### src/jcfe_pkg.sv
package jcfe_pkg;

    // action codes on the input channel
    localparam logic [1:0] ACT_DATA    = 2'd0;
    localparam logic [1:0] ACT_FINISH  = 2'd1;
    localparam logic [1:0] ACT_RESTART = 2'd2;

    // result kinds
    localparam logic [1:0] KIND_BYTE   = 2'd0;
    localparam logic [1:0] KIND_END    = 2'd1;
    localparam logic [1:0] KIND_REPORT = 2'd2;

    // finish report outcomes
    localparam logic [1:0] OC_COMMANDS = 2'd0;
    localparam logic [1:0] OC_EMPTY    = 2'd1;
    localparam logic [1:0] OC_TEXT     = 2'd2;
    localparam logic [1:0] OC_NO_INPUT = 2'd3;

    // characters of interest
    localparam logic [7:0] CH_QUOTE  = 8'h22;
    localparam logic [7:0] CH_BSLASH = 8'h5C;
    localparam logic [7:0] CH_LBRACK = 8'h5B;
    localparam logic [7:0] CH_RBRACK = 8'h5D;
    localparam logic [7:0] CH_COLON  = 8'h3A;
    localparam logic [7:0] CH_SPACE  = 8'h20;
    localparam logic [7:0] CH_TAB    = 8'h09;
    localparam logic [7:0] CH_CR     = 8'h0D;

    localparam logic [3:0] KEY_LEN = 4'd10;

    typedef enum logic [2:0] {
        ST_SEEK_KEY    = 3'd0,
        ST_SEEK_COLON  = 3'd1,
        ST_SEEK_VALUE  = 3'd2,
        ST_IN_ARRAY    = 3'd3,
        ST_ARRAY_STR   = 3'd4,
        ST_SINGLE_STR  = 3'd5,
        ST_DONE        = 3'd6
    } t_scan_state;

    typedef enum logic [1:0] {
        OP_BYTE    = 2'd0,
        OP_FINISH  = 2'd1,
        OP_RESTART = 2'd2
    } t_op;

    // classified item handed from the front to the back
    typedef struct packed {
        t_op        op;
        logic [7:0] data;
        logic       is_ws;
        logic       is_quote;
        logic       is_bslash;
        logic       is_colon;
        logic       is_lbrack;
        logic       is_rbrack;
    } t_item;

    typedef struct packed {
        logic [1:0] kind;
        logic [7:0] data;
        logic [1:0] outcome;
    } t_result;

    // the quoted key, one character per match position
    function automatic logic [7:0] key_char(input logic [3:0] idx);
        logic [7:0] c;
        case (idx)
            4'd0:    c = CH_QUOTE;
            4'd1:    c = 8'h63;
            4'd2:    c = 8'h6F;
            4'd3:    c = 8'h6D;
            4'd4:    c = 8'h6D;
            4'd5:    c = 8'h61;
            4'd6:    c = 8'h6E;
            4'd7:    c = 8'h64;
            4'd8:    c = 8'h73;
            4'd9:    c = CH_QUOTE;
            default: c = 8'h00;
        endcase
        return c;
    endfunction

endpackage

### src/jcfe_queue.sv
module jcfe_queue #(
    parameter int WIDTH = 8,
    parameter int DEPTH = 2
) (
    input  logic             i_clk,
    input  logic             i_rst_n,
    input  logic             i_wr_en,
    input  logic [WIDTH-1:0] i_wr_data,
    input  logic             i_rd_en,
    output logic [WIDTH-1:0] o_rd_data,
    output logic             o_empty,
    output logic             o_full
);

    localparam int PW = (DEPTH > 1) ? $clog2(DEPTH) : 1;
    localparam int CW = $clog2(DEPTH + 1);

    logic [WIDTH-1:0] r_mem [DEPTH];
    logic [PW-1:0]    r_wr_ptr, n_wr_ptr;
    logic [PW-1:0]    r_rd_ptr, n_rd_ptr;
    logic [CW-1:0]    r_count,  n_count;

    assign o_empty   = (r_count == '0);
    assign o_full    = (r_count == CW'(DEPTH));
    assign o_rd_data = r_mem[r_rd_ptr];

    always_comb begin
        n_wr_ptr = r_wr_ptr;
        n_rd_ptr = r_rd_ptr;
        n_count  = r_count;
        if (i_wr_en) begin
            n_wr_ptr = (r_wr_ptr == PW'(DEPTH - 1)) ? '0 : r_wr_ptr + 1'b1;
        end
        if (i_rd_en) begin
            n_rd_ptr = (r_rd_ptr == PW'(DEPTH - 1)) ? '0 : r_rd_ptr + 1'b1;
        end
        if (i_wr_en && !i_rd_en) begin
            n_count = r_count + 1'b1;
        end else if (!i_wr_en && i_rd_en) begin
            n_count = r_count - 1'b1;
        end
    end

    always_ff @(posedge i_clk) begin
        if (!i_rst_n) begin
            r_wr_ptr <= '0;
            r_rd_ptr <= '0;
            r_count  <= '0;
        end else begin
            r_wr_ptr <= n_wr_ptr;
            r_rd_ptr <= n_rd_ptr;
            r_count  <= n_count;
        end
    end

    always_ff @(posedge i_clk) begin
        if (i_wr_en) begin
            r_mem[r_wr_ptr] <= i_wr_data;
        end
    end

endmodule

### src/jcfe_front.sv
module jcfe_front
    import jcfe_pkg::*;
(
    input  logic [1:0] i_action,
    input  logic [7:0] i_in_byte,
    output t_item      o_item,
    output logic       o_keep
);

    // unused actions and zero bytes get o_keep low, so they are dropped before the scanner
    always_comb begin
        o_item.data      = i_in_byte;
        o_item.is_ws     = (i_in_byte == CH_SPACE) ||
                           ((i_in_byte >= CH_TAB) && (i_in_byte <= CH_CR));
        o_item.is_quote  = (i_in_byte == CH_QUOTE);
        o_item.is_bslash = (i_in_byte == CH_BSLASH);
        o_item.is_colon  = (i_in_byte == CH_COLON);
        o_item.is_lbrack = (i_in_byte == CH_LBRACK);
        o_item.is_rbrack = (i_in_byte == CH_RBRACK);
        case (i_action)
            ACT_DATA: begin
                o_item.op = OP_BYTE;
                o_keep    = (i_in_byte != 8'h00);
            end
            ACT_FINISH: begin
                o_item.op = OP_FINISH;
                o_keep    = 1'b1;
            end
            ACT_RESTART: begin
                o_item.op = OP_RESTART;
                o_keep    = 1'b1;
            end
            default: begin
                o_item.op = OP_BYTE;
                o_keep    = 1'b0;
            end
        endcase
    end

endmodule

### src/jcfe_back.sv
module jcfe_back
    import jcfe_pkg::*;
#(
    parameter int MAX_DEPTH = 255
) (
    input  logic    i_clk,
    input  logic    i_rst_n,
    input  logic    i_item_valid,
    input  t_item   i_item,
    output logic    o_item_take,
    input  logic    i_res_full,
    output logic    o_res_valid,
    output t_result o_res
);

    localparam int DW = $clog2(MAX_DEPTH + 1);

    t_scan_state   r_state, n_state;
    logic [3:0]    r_key_cnt, n_key_cnt;
    logic [DW-1:0] r_depth, n_depth;
    logic          r_escape, n_escape;
    logic          r_emitted, n_emitted;
    logic          r_field, n_field;
    logic          r_finished, n_finished;
    logic          r_any_byte, n_any_byte;

    logic          w_take;
    logic          w_live_byte;
    logic          w_in_str;
    logic          w_emit;

    assign w_take      = i_item_valid && !i_res_full;
    assign o_item_take = w_take;
    assign w_live_byte = (i_item.op == OP_BYTE) && !r_finished;
    assign w_in_str    = (r_state == ST_ARRAY_STR) || (r_state == ST_SINGLE_STR);

    // next state
    always_comb begin
        n_state    = r_state;
        n_key_cnt  = r_key_cnt;
        n_depth    = r_depth;
        n_escape   = r_escape;
        n_emitted  = r_emitted;
        n_field    = r_field;
        n_finished = r_finished;
        n_any_byte = r_any_byte;
        case (i_item.op)
            OP_RESTART: begin
                n_state    = ST_SEEK_KEY;
                n_key_cnt  = '0;
                n_depth    = '0;
                n_escape   = 1'b0;
                n_emitted  = 1'b0;
                n_field    = 1'b0;
                n_finished = 1'b0;
                n_any_byte = 1'b0;
            end
            OP_FINISH: begin
                n_finished = 1'b1;
            end
            default: begin
                if (w_live_byte) begin
                    n_any_byte = 1'b1;
                    case (r_state)
                        ST_SEEK_KEY: begin
                            if (i_item.data == key_char(r_key_cnt)) begin
                                if (r_key_cnt == KEY_LEN - 4'd1) begin
                                    n_state   = ST_SEEK_COLON;
                                    n_key_cnt = '0;
                                    n_field   = 1'b1;
                                end else begin
                                    n_key_cnt = r_key_cnt + 4'd1;
                                end
                            end else begin
                                n_key_cnt = {3'b000, i_item.is_quote};
                            end
                        end
                        ST_SEEK_COLON: begin
                            if (i_item.is_colon) begin
                                n_state = ST_SEEK_VALUE;
                            end else if (!i_item.is_ws) begin
                                n_state   = ST_SEEK_KEY;
                                n_key_cnt = '0;
                            end
                        end
                        ST_SEEK_VALUE: begin
                            if (i_item.is_lbrack) begin
                                n_state = ST_IN_ARRAY;
                                n_depth = DW'(1);
                            end else if (i_item.is_quote) begin
                                n_state  = ST_SINGLE_STR;
                                n_escape = 1'b0;
                            end else if (!i_item.is_ws) begin
                                n_state   = ST_SEEK_KEY;
                                n_key_cnt = '0;
                            end
                        end
                        ST_IN_ARRAY: begin
                            if (i_item.is_lbrack) begin
                                if (r_depth < DW'(MAX_DEPTH)) begin
                                    n_depth = r_depth + 1'b1;
                                end
                            end else if (i_item.is_rbrack) begin
                                if (r_depth != '0) begin
                                    n_depth = r_depth - 1'b1;
                                end
                                if (r_depth <= DW'(1)) begin
                                    n_state = ST_DONE;
                                end
                            end else if (r_depth == DW'(1) && i_item.is_quote) begin
                                n_state  = ST_ARRAY_STR;
                                n_escape = 1'b0;
                            end
                        end
                        ST_ARRAY_STR, ST_SINGLE_STR: begin
                            if (r_escape) begin
                                n_escape = 1'b0;
                            end else if (i_item.is_bslash) begin
                                n_escape = 1'b1;
                            end else if (i_item.is_quote) begin
                                n_emitted = 1'b1;
                                n_state   = (r_state == ST_ARRAY_STR) ? ST_IN_ARRAY
                                                                      : ST_DONE;
                            end
                        end
                        default: begin
                            n_state = r_state;
                        end
                    endcase
                end
            end
        endcase
    end

    // result
    always_comb begin
        w_emit        = 1'b0;
        o_res.kind    = KIND_BYTE;
        o_res.data    = 8'h00;
        o_res.outcome = OC_COMMANDS;
        case (i_item.op)
            OP_FINISH: begin
                w_emit     = !r_finished;
                o_res.kind = KIND_REPORT;
                if (r_emitted) begin
                    o_res.outcome = OC_COMMANDS;
                end else if (r_field) begin
                    o_res.outcome = OC_EMPTY;
                end else if (r_any_byte) begin
                    o_res.outcome = OC_TEXT;
                end else begin
                    o_res.outcome = OC_NO_INPUT;
                end
            end
            OP_BYTE: begin
                if (w_live_byte && w_in_str) begin
                    if (r_escape) begin
                        w_emit     = 1'b1;
                        o_res.data = i_item.data;
                    end else if (i_item.is_quote) begin
                        w_emit     = 1'b1;
                        o_res.kind = KIND_END;
                    end else if (!i_item.is_bslash) begin
                        w_emit     = 1'b1;
                        o_res.data = i_item.data;
                    end
                end
            end
            default: begin
                w_emit = 1'b0;
            end
        endcase
    end

    assign o_res_valid = w_take && w_emit;

    always_ff @(posedge i_clk) begin
        if (!i_rst_n) begin
            r_state    <= ST_SEEK_KEY;
            r_key_cnt  <= '0;
            r_depth    <= '0;
            r_escape   <= 1'b0;
            r_emitted  <= 1'b0;
            r_field    <= 1'b0;
            r_finished <= 1'b0;
            r_any_byte <= 1'b0;
        end else if (w_take) begin
            r_state    <= n_state;
            r_key_cnt  <= n_key_cnt;
            r_depth    <= n_depth;
            r_escape   <= n_escape;
            r_emitted  <= n_emitted;
            r_field    <= n_field;
            r_finished <= n_finished;
            r_any_byte <= n_any_byte;
        end
    end

endmodule

### src/json_command_field_extractor.sv
// channel   | handshake        | payload
// ----------+------------------+---------------------------------
// input     | push / full      | i_action, i_in_byte
// result    | empty / pop      | o_kind, o_out_byte, o_outcome
//
// one item is taken every cycle unless the command queue is empty or the result queue is full;
// the scanner updates its state per item, and a result is registered in the result queue before the ports
// a full result queue stalls the scanner, which lets the command queue fill
// synchronous active-low reset empties both queues and returns to key search
module json_command_field_extractor
    import jcfe_pkg::*;
#(
    parameter int MAX_DEPTH = 255
) (
    input  logic       i_clk,
    input  logic       i_rst_n,
    input  logic       push,
    output logic       full,
    input  logic [1:0] i_action,
    input  logic [7:0] i_in_byte,
    output logic       empty,
    input  logic       pop,
    output logic [1:0] o_kind,
    output logic [7:0] o_out_byte,
    output logic [1:0] o_outcome
);

    // short queue between classifier and scanner
    localparam int CMD_DEPTH = 4;
    // output queue, two entries keep one result per cycle flowing while results are popped
    localparam int RES_DEPTH = 2;

    t_item   w_front_item;
    logic    w_keep;
    logic    w_cmd_wr;
    logic [$bits(t_item)-1:0] w_cmd_rd_data;
    logic    w_cmd_empty;
    logic    w_cmd_take;
    t_item   w_back_item;

    logic    w_res_valid;
    t_result w_res;
    logic    w_res_full;
    logic [$bits(t_result)-1:0] w_res_rd_data;
    t_result w_out;

    // front: decode action and classify the byte
    jcfe_front u_front (
        .i_action  (i_action),
        .i_in_byte (i_in_byte),
        .o_item    (w_front_item),
        .o_keep    (w_keep)
    );

    // items with o_keep low (unused actions, zero bytes) are taken and dropped here
    assign w_cmd_wr = push && !full && w_keep;

    jcfe_queue #(
        .WIDTH ($bits(t_item)),
        .DEPTH (CMD_DEPTH)
    ) u_cmd_queue (
        .i_clk     (i_clk),
        .i_rst_n   (i_rst_n),
        .i_wr_en   (w_cmd_wr),
        .i_wr_data (w_front_item),
        .i_rd_en   (w_cmd_take),
        .o_rd_data (w_cmd_rd_data),
        .o_empty   (w_cmd_empty),
        .o_full    (full)
    );

    assign w_back_item = t_item'(w_cmd_rd_data);

    // back: key match, value tracking and string capture
    jcfe_back #(
        .MAX_DEPTH (MAX_DEPTH)
    ) u_back (
        .i_clk        (i_clk),
        .i_rst_n      (i_rst_n),
        .i_item_valid (!w_cmd_empty),
        .i_item       (w_back_item),
        .o_item_take  (w_cmd_take),
        .i_res_full   (w_res_full),
        .o_res_valid  (w_res_valid),
        .o_res        (w_res)
    );

    jcfe_queue #(
        .WIDTH ($bits(t_result)),
        .DEPTH (RES_DEPTH)
    ) u_res_queue (
        .i_clk     (i_clk),
        .i_rst_n   (i_rst_n),
        .i_wr_en   (w_res_valid),
        .i_wr_data (w_res),
        .i_rd_en   (pop && !empty),
        .o_rd_data (w_res_rd_data),
        .o_empty   (empty),
        .o_full    (w_res_full)
    );

    assign w_out      = t_result'(w_res_rd_data);
    assign o_kind     = w_out.kind;
    assign o_out_byte = w_out.data;
    assign o_outcome  = w_out.outcome;

endmodule
### config.mk
export PLATFORM = sky130hd
export DESIGN_NAME = json_command_field_extractor
export DESIGN_NICKNAME = d
export VERILOG_FILES = /design/src/jcfe_pkg.sv /design/src/jcfe_queue.sv /design/src/jcfe_front.sv /design/src/jcfe_back.sv /design/src/json_command_field_extractor.sv
export SDC_FILE = /design/constraint.sdc
export NUM_CORES = 1
export LEC_CHECK = 0
export ABC_AREA = 0
export BUFFER_PORTS_ARGS = -buffer_cell sky130_fd_sc_hd__buf_2
export CAP_MARGIN = 20
export CELL_PAD_IN_SITES_DETAIL_PLACEMENT = 2
export CELL_PAD_IN_SITES_GLOBAL_PLACEMENT = 2
export CORE_MARGIN = 4
export CORE_UTILIZATION = 35
export DETAILED_ROUTE_END_ITERATION = 8
export HOLD_SLACK_MARGIN = 0.03
export PLACE_DENSITY_LB_ADDON = 0.1
export SETUP_SLACK_MARGIN = 0.3
export SYNTH_ARGS = -nofsm -noshare
export SYNTH_HDL_FRONTEND = slang
export SYNTH_HIERARCHICAL = 1
export SYNTH_SLANG_ARGS = --single-unit
### constraint.sdc
create_clock -name i_clk -period 3.9 [get_ports i_clk]
set_input_delay 0.78 -clock i_clk [delete_from_list [all_inputs] [get_ports i_clk]]
set_output_delay 0.78 -clock i_clk [all_outputs]
set_load 0.01 [all_outputs]
# After elaboration in Yosys (flattened, before gate mapping)
# Memories as Yosys holds them, arrays and structs flattened. A register that Yosys moved wholly into a read port is not among the register bits.
# Cells that the tools add are included.
word_totals:
  ff_bits: 31
  ramBits: 88
  romBits: 112
  in_bits: 14
  out_inout_bits: 14
  elab_cells: 228
  n_memories: 3
op_classes:
  addsub: 11
  n_lt_le_gt_ge: 4
  eq_ne: 42
  muxes: 98
  bitwise_logic: 1
  reduce_logical: 55
memory_table:
  columns: ["memory", "depth", "width", "read_ports", "rd_clocked_by_memory_dff", "wr", "line", "source"]
  rows:
  - ["(no name shown)", 16, 7, 1, 1, 0, "jcfe_pkg.sv:68", "case (idx)"]
  - ["u_cmd_queue.r_mem", 4, 16, 1, 1, 1, "jcfe_queue.sv:18", "logic [WIDTH-1:0] r_mem [DEPTH];"]
  - ["u_res_queue.r_mem", 2, 12, 1, 1, 1, "jcfe_queue.sv:18", null]
ops:
  columns: ["cell", "count"]
  rows:
  - ["two-way mux 8 bit", 13]
  - ["two-way mux 3 bit", 17]
  - ["two-way mux 4 bit", 9]
  - ["two-way mux 1 bit", 32]
  - ["case mux 8 bit (2 select lines)", 2]
  - ["== test 8 x 6 -> 1 bit, second input constant", 3]
  - ["== test 8 x 7 -> 1 bit, second input constant", 3]
  - ["!= test 3 bit, second input constant", 7]
  - ["two-way mux 2 bit", 10]
  - ["nonzero test 2 bit", 9]
  - ["nonzero test 8 bit", 2]
  - ["!= test 3 x 1 -> 1 bit, second input constant", 5]
  - ["case mux 3 bit (5 select lines)", 1]
  - ["case mux 1 bit (2 select lines)", 7]
  - ["AND reduction 7 bit", 2]
  - ["logical AND 1 bit", 13]
  - ["!= test 4 x 1 -> 1 bit, second input constant", 3]
  - ["case mux 4 bit (3 select lines)", 1]
  - ["AND reduction 12 bit", 1]
  - ["== test 2 bit, second input constant", 5]
  - ["two-way mux 10 bit", 1]
  - ["== test 3 bit, second input constant", 3]
  - ["logical NOT 1 bit", 9]
  - ["AND reduction 9 bit", 1]
  - ["37 further kinds", 52]

# Logic depth before layout (Yosys ltp)
# Gate-level depths: netlist of the first run.
depth:
  word_depth: 11
  mapped_depth: 14
  depth_no_buf: 12

# Hierarchy
# Netlist of the first run, hierarchy kept.
modules_own_cells:
  columns: ["mod", "instances", "cells_per_inst", "area_per_inst_um2", "seq_area_each_um2"]
  rows:
  - ["jcfe_queue at u_cmd_queue", 1, 128, 2803.9, 2102.0]
  - ["jcfe_back", 1, 274, 2052.0, 540.5]
  - ["jcfe_queue at u_res_queue", 1, 59, 1079.8, 820.8]
  - ["jcfe_front", 1, 37, 252.7, 0.0]
  - ["json_command_field_extractor", 1, 3, 18.8, 0.0]

# Worst setup path before layout of the first run
# OpenSTA, ideal clock, no wires.
synth_path:
  path_kind: "register -> register"
  from: "register with a tool-made name"
  to: "register with a tool-made name"
  setup_ns: 0.128
  arrival_time_ns: 3.020
  required_time_ns: 3.772
  setup_slack_ns: 0.752
  stages_incl_launch_ff: 14
  path_buffers: 3
  synth_period_minus_slack_ns: 3.148
  path_cell_list: "dfxtp_1 > buf_6 > buf_12 > mux4_2 > inv_1 > ha_1 > buf_2 > inv_1 > a2111oi_4 > nand4_1 > a221o_1 > nor4_4 > xnor2_1 > nor2_1"

==> results of run 1 <==
worst max-delay path, stage by stage, from the launching register on:
cell	delay, ps
dfxtp_1	580
buf_4	260
mux4_1	350
xor2_1	190
or4_4	510
or2_4	250
nor3_1	430
nor2_1	170
inv_1	170
nand3_1	90
a31oi_1	220
state kept, by name (all words and copies together), names as in the netlist, named ones only:
signal and cells:
u_back/r_depth 8, u_res_queue/r_wr_ptr 1, u_cmd_queue/r_count 3, u_back/r_key_cnt 4, u_cmd_queue/r_wr_ptr 2, u_back/r_escape 1
u_back/r_any_byte 1, u_back/r_emitted 1, u_back/r_field 1, u_res_queue/r_rd_ptr 1, u_cmd_queue/r_mem 64, u_back/r_finished 1
u_back/r_state 3, u_res_queue/r_count 2, u_cmd_queue/r_rd_ptr 2, u_res_queue/r_mem 24
placed cells by master (no fill, tap or decap), types with 3 or more instances in the layout:
master,synthesis,routed
nand4_1,8,8
xor2_1,7,7
a211o_1,3,3
and2_1,17,17
a21oi_1,24,24
inv_4,0,3
clkbuf_16,0,19
o21a_1,4,4
nor2_1,34,34
mux4_2,10,10
buf_4,9,15
o21ai_0,12,12
inv_1,23,23
buf_2,4,27
mux2_2,12,12
nand2_1,27,27
nor4b_1,3,3
xnor2_1,13,13
ha_1,21,21
nor3b_1,4,4
and2_2,3,3
clkbuf_1,12,3
inv_6,0,3
o211ai_1,3,3
edfxtp_1,88,88
or3_1,8,8
nor3_1,15,15
nor2b_1,18,18
nand3b_1,3,3
o22ai_1,3,3
mux2i_1,5,5
dfxtp_1,41,40
nand2b_1,7,7
nand3_1,7,7
mux4_1,6,6
per-layer routing:
metal	vias up	global-route usage [%]	wire length, µm	part of all wire (%)
li1	1912	-	-	-
met1	2023	20.2	6840	45
met2	45	26.9	7550	50
met3	17	4.17	435	2.9
met4	0	5.30	210	1.4
met5	-	0	0	0
kinds of logic (layout without fill, tap and decap cells):
group	after synthesis	after routing	share of synthesized area [%]
simple gates	168	168	14.9
flops	129	129	55.8
compound gates	78	78	8.65
buf+inv	51	97	4.09
mux	33	33	9.15
fa+ha+maj	22	22	4.56
xor+xnor	20	20	2.82
area by class of cell:
cell class                      count  area (µm²)  area share (%)
Sequential cell                   129        3460            48.5
Inverter                           23        86.3            1.21
Timing Repair Buffer               42         248            3.46
Clock buffer                       22         487            6.81
Multi-Input combinational cell    321        2490            34.8
Tap cell                          225         282            3.94
Clock inverter                     10        93.8            1.31
repair_timing:
| item | in CTS | in global routing |
|---|---|---|
| hold endpoints to repair | 0 | 0 |
| gates resized for setup | 0 | 1 |
| setup endpoints to repair | 0 | 1 |
through the flow:
stage	instances	hold slack (ps)	power [mW]	area, µm²	worst slack (ps)
global route	772	535	4.96	7150	358
CTS	772	509	4.75	7150	467
floorplan	501	458	2.72	6210	752
finish	772	505	4.66	7150	573
global placement	740	482	3.11	6570	390
detailed placement	740	493	3.15	6570	278
where the power goes:
part / total (mW) / internal [mW] / switching [mW]
logic: 1.35 / 0.600 / 0.752
registers: 1.75 / 1.62 / 0.125
clock network: 1.55 / 0.958 / 0.597
worst max path at each step:
stage	cells after the start	slack (ps)	endpoint	from
6_report	10	570	flop	flop
5_1_grt	10	360	flop	flop
4_1_cts	10	470	flop	flop
3_5_place_dp	13	280	u_cmd_queue/r_count[2]$_SDFFE_PN0P_	i_action[0]
3_3_place_gp	13	390	u_cmd_queue/r_count[2]$_SDFFE_PN0P_	i_action[0]
2_1_floorplan	13	750	flop	flop
==> impl_metrics.ini, run 1 <==
[setup_path]
cp_max_fo = 9
r2r_cells = 10
r2r_slack_ps = 570
criticalPathCategory = flop to flop
cp.arrival_ps = 3660
critPathRequiredTime_ps = 4230
end_kind = flop
start_kind = flop

[die]
die_h_um = 141
rows = 48
die_area_mm2 = 0.0199
initial_core_util_pct = 35.8
ioPinCount = 28
core_area_mm2 = 0.0174
chipWidth_um = 141

[finish]
fin_util_pct = 41.2
fillers = 1754
nets = 570
syn2layout_area_growth_pct = 15.2
num_antenna_cells = 0
drive_gt1_share_pct = 19.4

[grt]
grt_use_total_pct = 16.0
grt_pass1_vias = 4405
grt_pass1_wl_mm = 24.5
antenna_found_initial = 0
grt_max_degree = 22
grt_overflow = 0

[sta]
post-route-min-period_ps = 3330
hold_viol = 0
slew_headroom_pct = 59.5
worst_pin_slew_ps = 606
period_share_pct = 85.3
finalClockSkew_ps = 7.22
max_freq_mhz = 301
finalSetupViolations = 0
rsz0062_at_grt = false
fin_setup_tns_ps = 0
slew_violations = 0

[yosys]
post-synth-top-area-cell = edfxtp_1
synth.avg_cell_area_um2 = 12.4
syn_nets = 537
ys.flop_type = edfxtp_1
yosysUniqueCellTypes = 67
synth_most_common_cell = edfxtp_1
ys_seq_area_share_pct = 55.8
yosysTopAreaCellShare_pct = 42.6
syn-instance-count = 501
synth_edf_count = 88
ys_ff_latch = 129
yosysWarnings = 6
synth_area_leaders = edfxtp_1, dfxtp_1, ha_1
syn_area_mm2 = 0.00621
synth-async-reset-ratio_pct = 0
synth_common_cells = edfxtp_1, dfxtp_1, nor2_1

[clocking]
clk_latency_ps = 420
cts_tree = yes
root_buffer = clkbuf_16
cts_made_buffers = 17
clock-sinks = 129
cts_setup_buffers = 0
clk_pin_slew_ps = 60
cts_hold_buf = 0
htree_num_levels = 4
clk_path_buf_depth = 2

[route]
drt_wl_total_mm = 15.0
drc_errors = 0
firstDrtPassIters = 4
drtIter0Drc = 181
viasPerCell = 5.18
wl_per_cell_um = 19.5
postRouteAntennaNets = 0
vias = 3997

[placement]
place_hpwl_mm = 10.8
place_congestion = 0.798
portBuffers = 27

[worst_hold_path]
holdPathEnd = u_back/r_finished$_SDFFE_PN0P_
min_from = u_back/r_finished$_SDFFE_PN0P_
hold_path_depth = 2
min_path_type = flop to flop

[power]
power_density_mw_per_mm2 = 651
cellLeakagePower_nw = 2.55
ir_worst_vdd_v = 0.000379

[status]
status = completed

[run]
max-cap-violations = 0
Power figures use the tool's default switching activity.
==> run 2: changes to the inputs <==
--- a/config.mk
+++ b/config.mk
@@ -10,7 +10,7 @@
 export CAP_MARGIN = 20
 export CELL_PAD_IN_SITES_DETAIL_PLACEMENT = 2
 export CELL_PAD_IN_SITES_GLOBAL_PLACEMENT = 2
-export CORE_MARGIN = 4
+export CORE_MARGIN = 5
 export CORE_UTILIZATION = 35
 export DETAILED_ROUTE_END_ITERATION = 8
 export HOLD_SLACK_MARGIN = 0.03
==> run 2 against run 1 <==
Total power up 3.4%; sequential cell count did not move; final cell count shrank 0.13%; sequential power barely moved; non-clock buffer count decreased by 1; via count grew 0.95%; die area grew 2.9%; first-iteration DRC count up 5.5%; register-to-register slack lost 80 ps; core utilization up 0.14 points; count of clock-buffer cells in the layout down 3; critical path type unchanged.
==> impl_metrics.ini, run 2 (synthesis gave the netlist of run 1 again) <==
[status]
status = completed

[route]
drtIter0Drc = 191
viasPerCell = 5.23
drc_errors = 0
firstDrtPassIters = 4
vias = 4035
drt_wl_total_mm = 15.8
wl_per_cell_um = 20.5
postRouteAntennaNets = 0

[grt]
grt_max_degree = 18
antenna_found_initial = 0
grt_pass1_vias = 4382
grt_pass1_wl_mm = 25.1
grt_use_total_pct = 16.4
grt_overflow = 0

[setup_path]
criticalPathCategory = flop to flop
end_kind = flop
cp_max_fo = 9
cp.arrival_ps = 3750
critPathRequiredTime_ps = 4250
r2r_cells = 10
r2r_slack_ps = 490
start_kind = flop

[finish]
drive_gt1_share_pct = 19.0
final_common_cell = edfxtp_1
nets = 569
final_cell_mix = edfxtp_1, dfxtp_1, nor2_1
syn2layout_area_growth_pct = 15.6
reg.largest.list = u_cmd_queue/r_mem x64, u_res_queue/r_mem x24, u_back/r_depth x8
ff_latch_area_mm2 = 0.00346
top_register = u_cmd_queue/r_mem
largest_reg_flops = 64
fillers = 1752
num_antenna_cells = 0
multi_input_area_mm2 = 0.00249

[die]
die_area_mm2 = 0.0205
die_h_um = 143
ioPinCount = 28
initial_core_util_pct = 35.8
rows = 48
core_area_mm2 = 0.0174
chipWidth_um = 143

[sta]
post-route-min-period_ps = 3410
fin_setup_tns_ps = 0
slew_headroom_pct = 52.2
holdWs_ps = 497
setup_slack_ps = 493
rsz0062_at_grt = false
worst_pin_slew_ps = 711
slew_violations = 0
finalClockSkew_ps = 10.9
period_share_pct = 87.4
finalSetupViolations = 0
max_freq_mhz = 294
hold_viol = 0

[clocking]
cts_made_buffers = 17
clock-sinks = 129
cts_tree = yes
cts_hold_buf = 0
root_buffer = clkbuf_16
clk_path_buf_depth = 2
clk_pin_slew_ps = 60
htree_num_levels = 4
clk_latency_ps = 420

[power]
cellLeakagePower_nw = 2.55
intPower_mw = 3.29
ir_worst_vdd_v = 0.000352
p_seq_share_pct = 36.3
clockPowerShare_pct = 35.0
p_comb_share_pct = 28.7
power_density_mw_per_mm2 = 671
p_sw_mw = 1.52
p_sw_share_pct = 31.6

[placement]
place_ws_ps = 390
place_congestion = 0.767
portBuffers = 27
place_hpwl_mm = 11.3

[run]
max-cap-violations = 0

[worst_hold_path]
min_from = u_back/r_finished$_SDFFE_PN0P_
hold_path_depth = 2
holdPathEnd = u_back/r_finished$_SDFFE_PN0P_
min_path_type = flop to flop
==> run 2: worst max path at each step <==
| stage | startpoint | to | slack (ps) |
|---|---|---|---|
| 2_1_floorplan | flop | flop | 750 |
| 4_1_cts | flop | flop | 420 |
| 5_1_grt | flop | flop | 310 |
| 3_5_place_dp | i_action[1] | u_cmd_queue/r_count[2]$_SDFFE_PN0P_ | 390 |
| 3_3_place_gp | i_action[0] | u_cmd_queue/r_count[2]$_SDFFE_PN0P_ | 450 |
| 6_report | flop | flop | 490 |
==> run 2: critical path: stages, from the launching register on <==
cell and delay (ps):
dfxtp_1 560, buf_4 270, mux4_1 380, xor2_1 190, or4_4 540, or2_4 260, nor3_1 410, nor2_1 190
inv_1 190, nand2_1 110, a32oi_1 220
==> run 2: final cells by class <==
class | count | area share, %
clock inverters | 13 | 2.51
clock buffers | 19 | 6.03
repair buffers | 41 | 3.35
flip-flops and latches | 129 | 48.3
multi-input cells | 321 | 34.7
inverters | 23 | 1.20
well taps | 225 | 3.92
==> run 2: metal layers <==
metal	GRT usage [%]	wire, µm
met3	3.82	424
met1	20.2	6990
met4	4.20	175
met5	0	0
met2	28.9	8240
==> run 2: power groups by stage <==
stage | combinational (mW) | clock [mW] | sequential [mW]
after global routing | 1.53 | 1.80 | 1.77
after floorplan | 1.01 | 0 | 1.71
final | 1.38 | 1.68 | 1.75
after global placement | 1.35 | 0 | 1.77
after CTS | 1.40 | 1.73 | 1.75
after detailed placement | 1.40 | 0 | 1.78
==> run 2: stage by stage <==
stage               power, mW  area [µm²]  cells  util (%)
floorplan                2.72        6210    501         -
global placement         3.11        6560    739      37.8
detailed placement       3.18        6560    739      37.8
CTS                      4.89        7170    771      41.3
global route             5.09        7180    771      41.3
finish                   4.81        7180    771      41.3
==> run 2: what timing repair did <==
| action | CTS | global route |
|---|---|---|
| buffers inserted | 0 | 0 |
| gates resized for setup | 0 | 2 |
| setup endpoints to repair | 0 | 6 |
==> run 3: changes to the inputs <==
--- a/config.mk
+++ b/config.mk
@@ -10,6 +10,7 @@
 export CAP_MARGIN = 20
 export CELL_PAD_IN_SITES_DETAIL_PLACEMENT = 2
 export CELL_PAD_IN_SITES_GLOBAL_PLACEMENT = 2
+export CORE_ASPECT_RATIO = 1.25
 export CORE_MARGIN = 5
 export CORE_UTILIZATION = 35
 export DETAILED_ROUTE_END_ITERATION = 8
==> run 3 against run 2 <==
Combinational power about the same; sequential power barely moved; clock power grew 4%; count of clock-buffer cells in the layout fell by 1; sequential share of layout area barely moved; design area barely moved; critical path depth is 1 lower; first-iteration DRC count fell by 17%; die area barely moved; sequential cell count unchanged; worst setup slack improved by 14 ps; global-route usage decreased by 0.80 points; critical path type unchanged; largest power group is now the clock network; highest routed layer unchanged.
==> impl_metrics.ini, run 3 (synthesis gave the netlist of run 1 again) <==
[sta]
hold_viol = 0
finalClockSkew_ps = 6.50
slew_headroom_pct = 46.7
rsz0062_at_grt = false
worst_pin_slew_ps = 794
fin_setup_tns_ps = 0
period_share_pct = 87.0
max_freq_mhz = 295
post-route-min-period_ps = 3390
slew_violations = 0
finalSetupViolations = 0
setup_slack_ps = 507

[die]
rows = 54
core_area_mm2 = 0.0174
initial_core_util_pct = 35.6
ioPinCount = 28
chipWidth_um = 129
die_h_um = 159
die_area_mm2 = 0.0205

[grt]
antenna_found_initial = 0
grt_overflow = 0
grt_pass1_vias = 4566
grt_max_degree = 22
grt_pass1_wl_mm = 24.6
grt_use_total_pct = 15.6

[setup_path]
critPathRequiredTime_ps = 4190
cp_max_fo = 14
cp.arrival_ps = 3680
r2r_cells = 9
start_kind = flop
end_kind = flop
criticalPathCategory = flop to flop

[finish]
drive_gt1_share_pct = 18.8
reg.largest.list = u_cmd_queue/r_mem x64, u_res_queue/r_mem x24, u_back/r_depth x8
num_antenna_cells = 0
largest_reg_flops = 64
nets = 565
final_cell_mix = edfxtp_1, dfxtp_1, nor2_1
top_register = u_cmd_queue/r_mem
syn2layout_area_growth_pct = 15.6
final_common_cell = edfxtp_1

[route]
vias = 3999
drt_wl_total_mm = 15.1
wl_per_cell_um = 19.8
drtIter0Drc = 159
viasPerCell = 5.22
postRouteAntennaNets = 0
firstDrtPassIters = 4
drc_errors = 0

[clocking]
cts_hold_buf = 0
clk_latency_ps = 420
cts_made_buffers = 17
htree_num_levels = 4
clk_pin_slew_ps = 60
clk_path_buf_depth = 2
cts_tree = yes
root_buffer = clkbuf_16
clock-sinks = 129

[placement]
place_hpwl_mm = 11.0
place_ws_ps = 249
place_congestion = 0.789
portBuffers = 27

[power]
cellLeakagePower_nw = 2.53
ir_worst_vdd_v = 0.000291
power_density_mw_per_mm2 = 674

[run]
max-cap-violations = 0

[status]
status = completed

[worst_hold_path]
min_path_type = flop to flop
hold_path_depth = 1
[run 3: what timing repair did]
item	4_1_cts	5_1_grt
resized for setup	0	2
endpoints found under the setup margin	0	4
buffers inserted	0	0
[run 3: critical path: stages (launching register included)]
cell and delay [ps]:
dfxtp_1 380, buf_4 310, mux4_1 620, xor2_1 180, or4_4 530, or2_4 260
a221o_1 400, nor4_4 350, xnor2_1 170, nor2_1 60
[run 3: worst paths after layout]
kind,start,endpoint,slack (ps)
max reg2reg,flop,flop,510
max,flop,flop,510
min,u_back/r_any_byte$_SDFFE_PN0N_,u_back/r_any_byte$_SDFFE_PN0N_,510
min reg2reg,u_back/r_any_byte$_SDFFE_PN0N_,u_back/r_any_byte$_SDFFE_PN0N_,510
[run 3: metrics by stage]
step	utilization (%)	instance area, µm²	std cells	power (mW)	hold WS (ps)
floorplan	-	6210	501	2.72	458
CTS	41.1	7170	766	4.92	521
global placement	37.5	6530	734	3.09	484
detailed placement	37.5	6530	734	3.15	503
finish	41.2	7180	766	4.84	514
global route	41.2	7180	766	5.12	526
[run 3: area by class of cell]
class                           instances  area, µm²
Clock buffer                           18        429
Clock inverter                         14        211
Fill cell                            1791      10300
Inverter                               23       86.3
Multi-Input combinational cell        321       2500
Sequential cell                       129       3460
Tap cell                              224        280
Timing Repair Buffer                   37        210
[run 3: layer usage]
metal | up-vias | track usage (%) | routed length, µm | share of wire [%]
met4 | 0 | 6.21 | 371 | 2.5
met5 | - | 0 | 0 | 0
met3 | 27 | 2.82 | 404 | 2.7
li1 | 1895 | - | - | -
met2 | 54 | 27.9 | 8050 | 53
met1 | 2023 | 18.1 | 6310 | 42
[run 3: report_power, final]
group	total [mW]	leakage, nW	internal, mW	switching [mW]
sequential	1.73	1.13	1.62	0.107
clock	1.74	0.302	1.13	0.604
combinational	1.37	1.10	0.582	0.791
total	4.84	2.53	3.34	1.50
